$ cat src/sv/dnc_pkg.sv
// dnc_pkg: shared types and constants of the dns name compressor
// used by dnc_front, dnc_back and dns_name_compressor_core; no dependencies
package dnc_pkg;

    localparam int MAX_TARGETS      = 256;
    localparam int NAME_STORE_BYTES = 4096;

    localparam int TIW = $clog2(MAX_TARGETS);       // table index bits
    localparam int TCW = TIW + 1;                   // table count bits
    localparam int SAW = $clog2(NAME_STORE_BYTES);  // name store address bits
    localparam int SFW = SAW + 1;                   // store fill bits
    localparam int NBW = 2;                         // name buffer bank bits
    localparam int BAW = NBW + 8;                   // name buffer address bits

    localparam logic [7:0]  NAME_MAX = 8'd255;
    localparam logic [15:0] QNAME_AT = 16'd12;
    localparam logic [16:0] PTR_MAX  = 17'd16383;
    localparam logic [7:0]  MIN_LEN  = 8'd2;
    localparam logic        REQ_QNAME = 1'b0;
    localparam logic        REQ_STORE = 1'b1;

    typedef struct packed {
        logic        req_type;
        logic [7:0]  name_byte;
        logic        byte_last;
        logic [15:0] name_offset;
        logic        add_targets;
    } t_in;

    typedef struct packed {
        logic        compressed;
        logic [7:0]  prefix_len;
        logic [13:0] pointer_offset;
        logic [7:0]  wr_len;
    } t_out;

    // one complete name handed from front to back
    typedef struct packed {
        logic [NBW-1:0] bank;
        logic           kind;
        logic [15:0]    base;
        logic           add;
        logic [7:0]     len;
    } t_job;

    // name buffer write port
    typedef struct packed {
        logic           en;
        logic [BAW-1:0] addr;
        logic [7:0]     data;
    } t_bwr;

    // one compression target
    typedef struct packed {
        logic [SAW-1:0] addr;
        logic [7:0]     len;
        logic [13:0]    off;
    } t_tgt;

    typedef enum logic [3:0] {
        B_IDLE, B_RDT, B_LAT, B_CHK, B_SHA, B_SHB, B_PUT, B_NPA,
        B_NPB, B_CMA, B_CMB, B_NXT, B_TAIL, B_KPA, B_KPB, B_OUT
    } t_bst;

endpackage

$ cat src/sv/dnc_front.sv
// dnc_front: accepts name bytes, fills the banked name buffer, queues whole names
// depends on dnc_pkg
module dnc_front (
    input  logic          i_clk,
    input  logic          i_rst_n,
    input  logic          i_in_valid,
    output logic          o_in_ready,
    input  dnc_pkg::t_in  i_in_data,
    output dnc_pkg::t_bwr o_bwr,
    output logic          o_job_valid,
    output dnc_pkg::t_job o_job,
    input  logic          i_job_pop
);
    import dnc_pkg::*;

    logic [NBW-1:0] r_wbank, n_wbank;
    logic [7:0]     r_cnt, n_cnt;
    t_job           r_q [2];
    logic           r_rd, n_rd, r_wr, n_wr;
    logic [1:0]     r_qn, n_qn;
    logic           acc, push;
    logic [7:0]     len_now;
    t_job           job_new;

    assign o_in_ready  = (r_qn != 2'd2);
    assign acc         = i_in_valid && o_in_ready;
    assign push        = acc && i_in_data.byte_last;
    assign o_job_valid = (r_qn != 2'd0);
    assign o_job       = r_q[r_rd];

    // byte lands at the running count of the current bank
    assign len_now = (r_cnt == NAME_MAX) ? NAME_MAX : r_cnt + 8'd1;
    always_comb begin
        o_bwr.en   = acc && (r_cnt != NAME_MAX);
        o_bwr.addr = {r_wbank, r_cnt};
        o_bwr.data = i_in_data.name_byte;
        job_new.bank = r_wbank;
        job_new.kind = i_in_data.req_type;
        job_new.base = i_in_data.name_offset;
        job_new.add  = i_in_data.add_targets;
        job_new.len  = len_now;
    end

    // counters and queue pointers
    always_comb begin
        n_cnt   = r_cnt;
        n_wbank = r_wbank;
        n_rd    = r_rd;
        n_wr    = r_wr;
        n_qn    = r_qn;
        if (acc) begin
            n_cnt = len_now;
        end
        if (push) begin
            n_cnt   = 8'd0;
            n_wbank = r_wbank + NBW'(1);
            n_wr    = ~r_wr;
        end
        if (i_job_pop) begin
            n_rd = ~r_rd;
        end
        n_qn = r_qn + {1'b0, push} - {1'b0, i_job_pop};
    end

    always_ff @(posedge i_clk) begin
        if (!i_rst_n) begin
            r_cnt   <= 8'd0;
            r_wbank <= '0;
            r_rd    <= 1'b0;
            r_wr    <= 1'b0;
            r_qn    <= 2'd0;
        end else begin
            r_cnt   <= n_cnt;
            r_wbank <= n_wbank;
            r_rd    <= n_rd;
            r_wr    <= n_wr;
            r_qn    <= n_qn;
        end
    end

    // queue payload
    always_ff @(posedge i_clk) begin
        if (push) begin
            r_q[r_wr] <= job_new;
        end
    end

    a_qn_bound: assert property (@(posedge i_clk) disable iff (!i_rst_n)
        r_qn <= 2'd2) else $error("job queue overflow");
    a_no_pop_empty: assert property (@(posedge i_clk) disable iff (!i_rst_n)
        i_job_pop |-> r_qn != 2'd0) else $error("pop from empty job queue");
    a_push_clears: assert property (@(posedge i_clk) disable iff (!i_rst_n)
        push |=> r_cnt == 8'd0) else $error("byte count not cleared after name");

endmodule

$ cat config.mk
export PLATFORM = sky130hd
export DESIGN_NAME = dnc_front
export DESIGN_NICKNAME = d
export VERILOG_FILES = /design/src/sv/dnc_pkg.sv /design/src/sv/dnc_front.sv
export SDC_FILE = /design/constraint.sdc
export NUM_CORES = 1
export LEC_CHECK = 0
export BUFFER_PORTS_ARGS = -buffer_cell sky130_fd_sc_hd__buf_4
export CAP_MARGIN = 15
export CORE_UTILIZATION = 30
export DETAILED_ROUTE_END_ITERATION = 10
export GPL_TIMING_DRIVEN = 1
export PLACE_DENSITY = 0.49
export SLEW_MARGIN = 20
export SYNTH_ARGS = -nofsm -noshare
export SYNTH_HDL_FRONTEND = slang
export SYNTH_SLANG_ARGS = --single-unit
$ cat constraint.sdc
create_clock -name i_clk -period 5.3 [get_ports i_clk]
set_input_delay 0.795 -clock i_clk [delete_from_list [all_inputs] [get_ports i_clk]]
set_output_delay 0.795 -clock i_clk [all_outputs]
set_load 0.1 [all_outputs]
==> out/metrics.cfg <==
[final_layout]
finalNetCount = 293
drive_gt1_frac = 0.4604
syn_to_final_growth_pct = 23.91
fillCellCount = 974
diodes = 0
fin_area_um2 = 3761
finish.utilization = 0.3848
fin_cells = 398

[global_routing]
overflow = 0
grt_pass1_wl_um = 8880
gr-usage-all-layers = 0.1149
grt_max_degree = 29
antenna_found_initial = 0
grt_pass1_vias = 1792

[min_path]
whs_endpoint = r_wr
hold_path_class = flip-flop to flip-flop
hold_start = r_wr
whs_path_depth = 2

[timing]
worst_slack_ps = 2620
relSlewSlack = 0.6403
rsz0062_at_grt = no
worst_slew_pin_slew_ps = 536.3
finClkSkew_ps = 6.568
fin_crit_sh = 0.5056
hold_slack_ps = 507.7
fin_tns_setup_ps = 0
maxSlewViolCount = 0
hold_viol = 0
period_minus_slack_ps = 2680
fmax_ghz = 0.3732
setup_viol = 0

[pwr]
powerDensity_nw_per_um2 = 394.4
p_int_uw = 984.8
totalPowerFinal_mw = 1.483
power_frac_seq = 0.433
p_clk_frac = 0.307
p_leak_nw = 1.420
sw_frac_of_total = 0.3361
pwr-share-comb = 0.260
p_sw_uw = 498.5
ir_drop_uv = 213.0

[routing]
drc = 0
vias = 1770
vias_per_cell = 4.447
first_pass_iters = 4
drtAntennaViolNets = 0
drt_iter0_markers = 34
routed_wl_um = 5683
wire_per_inst_um = 14.28

[clock_tree]
clockBufferDepth = 2
cts-root-buf = clkbuf_8
postCtsSetupBuffers = 0
hold_buffers = 0
cts-resized-gates = 0
cts_tree = built
clkLatencyLatePin_ps = 330
cts_htree_levels = 3
cts.sinks = 71
clkTransAtPathRegs_ps = 80
numCtsBuffers = 9

[yosys]
syn-mean-instance-area_um2 = 15.10
syn_inst = 201
syn-cell-area_um2 = 3035
synth.yosys.seq_area_share = 0.6529
synthAdderAreaFrac = 0.008244
ys_ff_latch = 71
yosysWarnings = 0
synthSimpleGateAreaFrac = 0.07049
netlist-cell-type-count = 45
synth_compound_area_frac = 0.07873
synthFlopType = edfxtp_1
synth_top_family_by_area = multiplexers
synth_nets = 234
synth_edf_count = 56
synthArstFlopShare = 0
synthMuxAreaShare = 0.1142
synthXorXnorAreaFrac = 0.01443

[place]
routabilityCongestion = 0.8553
dp.cells = 382
hpwlAfterDp_um = 3709
port_buffers = 63
placed_area_um2 = 3550
place_ws_ps = 2948

[floorplanning]
ios = 80
core_area_um2 = 9774
initial_core_util = 0.3105
die_h_um = 102.6
rows = 36
die_area_um2 = 10520
die_x_um = 102.6

[worst_setup_path]
cp_top_family = flip-flops
slowest_delay_ps = 360
r2r_end = r_qn[1]
reg2regPathDepth = 8
arrival_ps = 1880
cp_max_fo = 9
path_cells = ha_1, and4_4, a211oi_4, buf_4
cpMaxStageDelayCell = dfxtp_1
path_buf_inv = 1
cp-end-kind = output port
path_class = flip-flop to output port
critPathRequiredTime_ps = 4510
cp-start-kind = flip-flop
rrSetupSlack_ps = 3490
timing.rr.start = r_qn[1]

[status]
outcome = finished clean

[run]
maxCapViolCount = 0

-- power by group through the flow --
stage | clock, mW | sequential [mW] | combinational (mW)
6_report | 0.455 | 0.643 | 0.385
3_3_place_gp | 0 | 0.655 | 0.388
5_1_grt | 0.499 | 0.645 | 0.402
4_1_cts | 0.471 | 0.643 | 0.390
2_1_floorplan | 0 | 0.668 | 0.327
3_5_place_dp | 0 | 0.656 | 0.389
-- worst reg2reg max path: cells and delay by family, from the launching register on --
family                     cells  cell delay (ps)
buffers and inverters          1              120
adders and majority gates      1              190
muxes                          1              110
xor gates and xnor gates       2              220
DFF                            1              370
and+or+nand+nor                3              740
-- cells in the mapped netlist (2+ instances only) --
cell | n | area share
and2_1 | 2 | 0.0041
a21oi_1 | 6 | 0.0099
nand3_1 | 3 | 0.0049
a41oi_1 | 2 | 0.0058
nand4_1 | 2 | 0.0041
inv_1 | 6 | 0.0074
nor2_1 | 4 | 0.0049
and3_1 | 4 | 0.0082
mux2_2 | 29 | 0.11
a31oi_1 | 4 | 0.0082
buf_2 | 4 | 0.0066
mux2i_1 | 2 | 0.0066
a21boi_0 | 2 | 0.0049
dfxtp_1 | 15 | 0.099
or2_2 | 2 | 0.0041
buf_6 | 6 | 0.022
ha_1 | 2 | 0.0082
edfxtp_1 | 56 | 0.55
xnor2_1 | 4 | 0.012
a311oi_1 | 3 | 0.0087
buf_4 | 8 | 0.020
nand2_1 | 9 | 0.011
o22ai_1 | 2 | 0.0041
o31ai_1 | 3 | 0.0074
-- kinds of logic (layout without fill, tap and decap cells) --
logic type	Yosys count	in the layout
AOI/OAI and AO/OA	30	30
xor gates and xnor gates	5	5
adders and majority gates	2	2
buffers and inverters	26	90
DFF	71	71
muxes	31	31
and+or+nand+nor	36	36
-- registers in the layout, indices dropped and copies added, names as in the netlist, named ones only --
name and count:
r_wbank 2, r_q 56, r_qn 2, r_cnt 8, r_rd 1, r_wr 1
-- cell usage in the layout (no fill, tap or decap), drive strengths merged, types with 3 or more instances in the layout --
| cell | synthesis | routed |
|---|---|---|
| a21oi | 6 | 6 |
| xnor2 | 4 | 4 |
| dfxtp | 15 | 15 |
| mux2 | 29 | 29 |
| nand2 | 9 | 9 |
| a311oi | 4 | 4 |
| a31oi | 4 | 4 |
| and3 | 5 | 5 |
| clkbuf | 0 | 9 |
| edfxtp | 56 | 56 |
| inv | 8 | 8 |
| clkinv | 0 | 5 |
| nand3 | 3 | 3 |
| and2 | 3 | 3 |
| buf | 18 | 66 |
| o31ai | 4 | 4 |
| nor2 | 4 | 4 |
| a211oi | 3 | 3 |
-- worst max path at each step --
| stage | start | endpoint | slack, ps | cells past startpoint |
|---|---|---|---|---|
| CTS | r_cnt[0] | o_bwr[18] | 2620 | 4 |
| global placement | i_in_valid | o_bwr[18] | 2950 | 4 |
| detailed placement | i_in_valid | o_bwr[18] | 2950 | 4 |
| floorplan | r_cnt[0] | o_bwr[18] | 2140 | 4 |
| finish | r_cnt[0] | o_bwr[18] | 2620 | 4 |
| global route | r_cnt[0] | o_bwr[18] | 2530 | 4 |
-- final cells by class --
type                            instances  area, µm²  share of cell area
Sequential cell                        71       1982              0.5269
Multi-Input combinational cell        104      868.3              0.2309
Timing Repair Buffer                   66      495.5              0.1317
Tap cell                              133      166.4             0.04424
Clock buffer                            9      123.9             0.03293
Clock inverter                          7      87.58             0.02329
Inverter                                8      37.54            0.009980
-- per-layer routing --
layer	vias up	part of all wire	track usage
met3	12	0.049	0.03119
met5	-	0	0
li1	869	-	-
met4	0	0.015	0.06264
met1	836	0.46	0.1395
met2	53	0.48	0.1856
No activity file was read; power rests on OpenSTA's default activity.
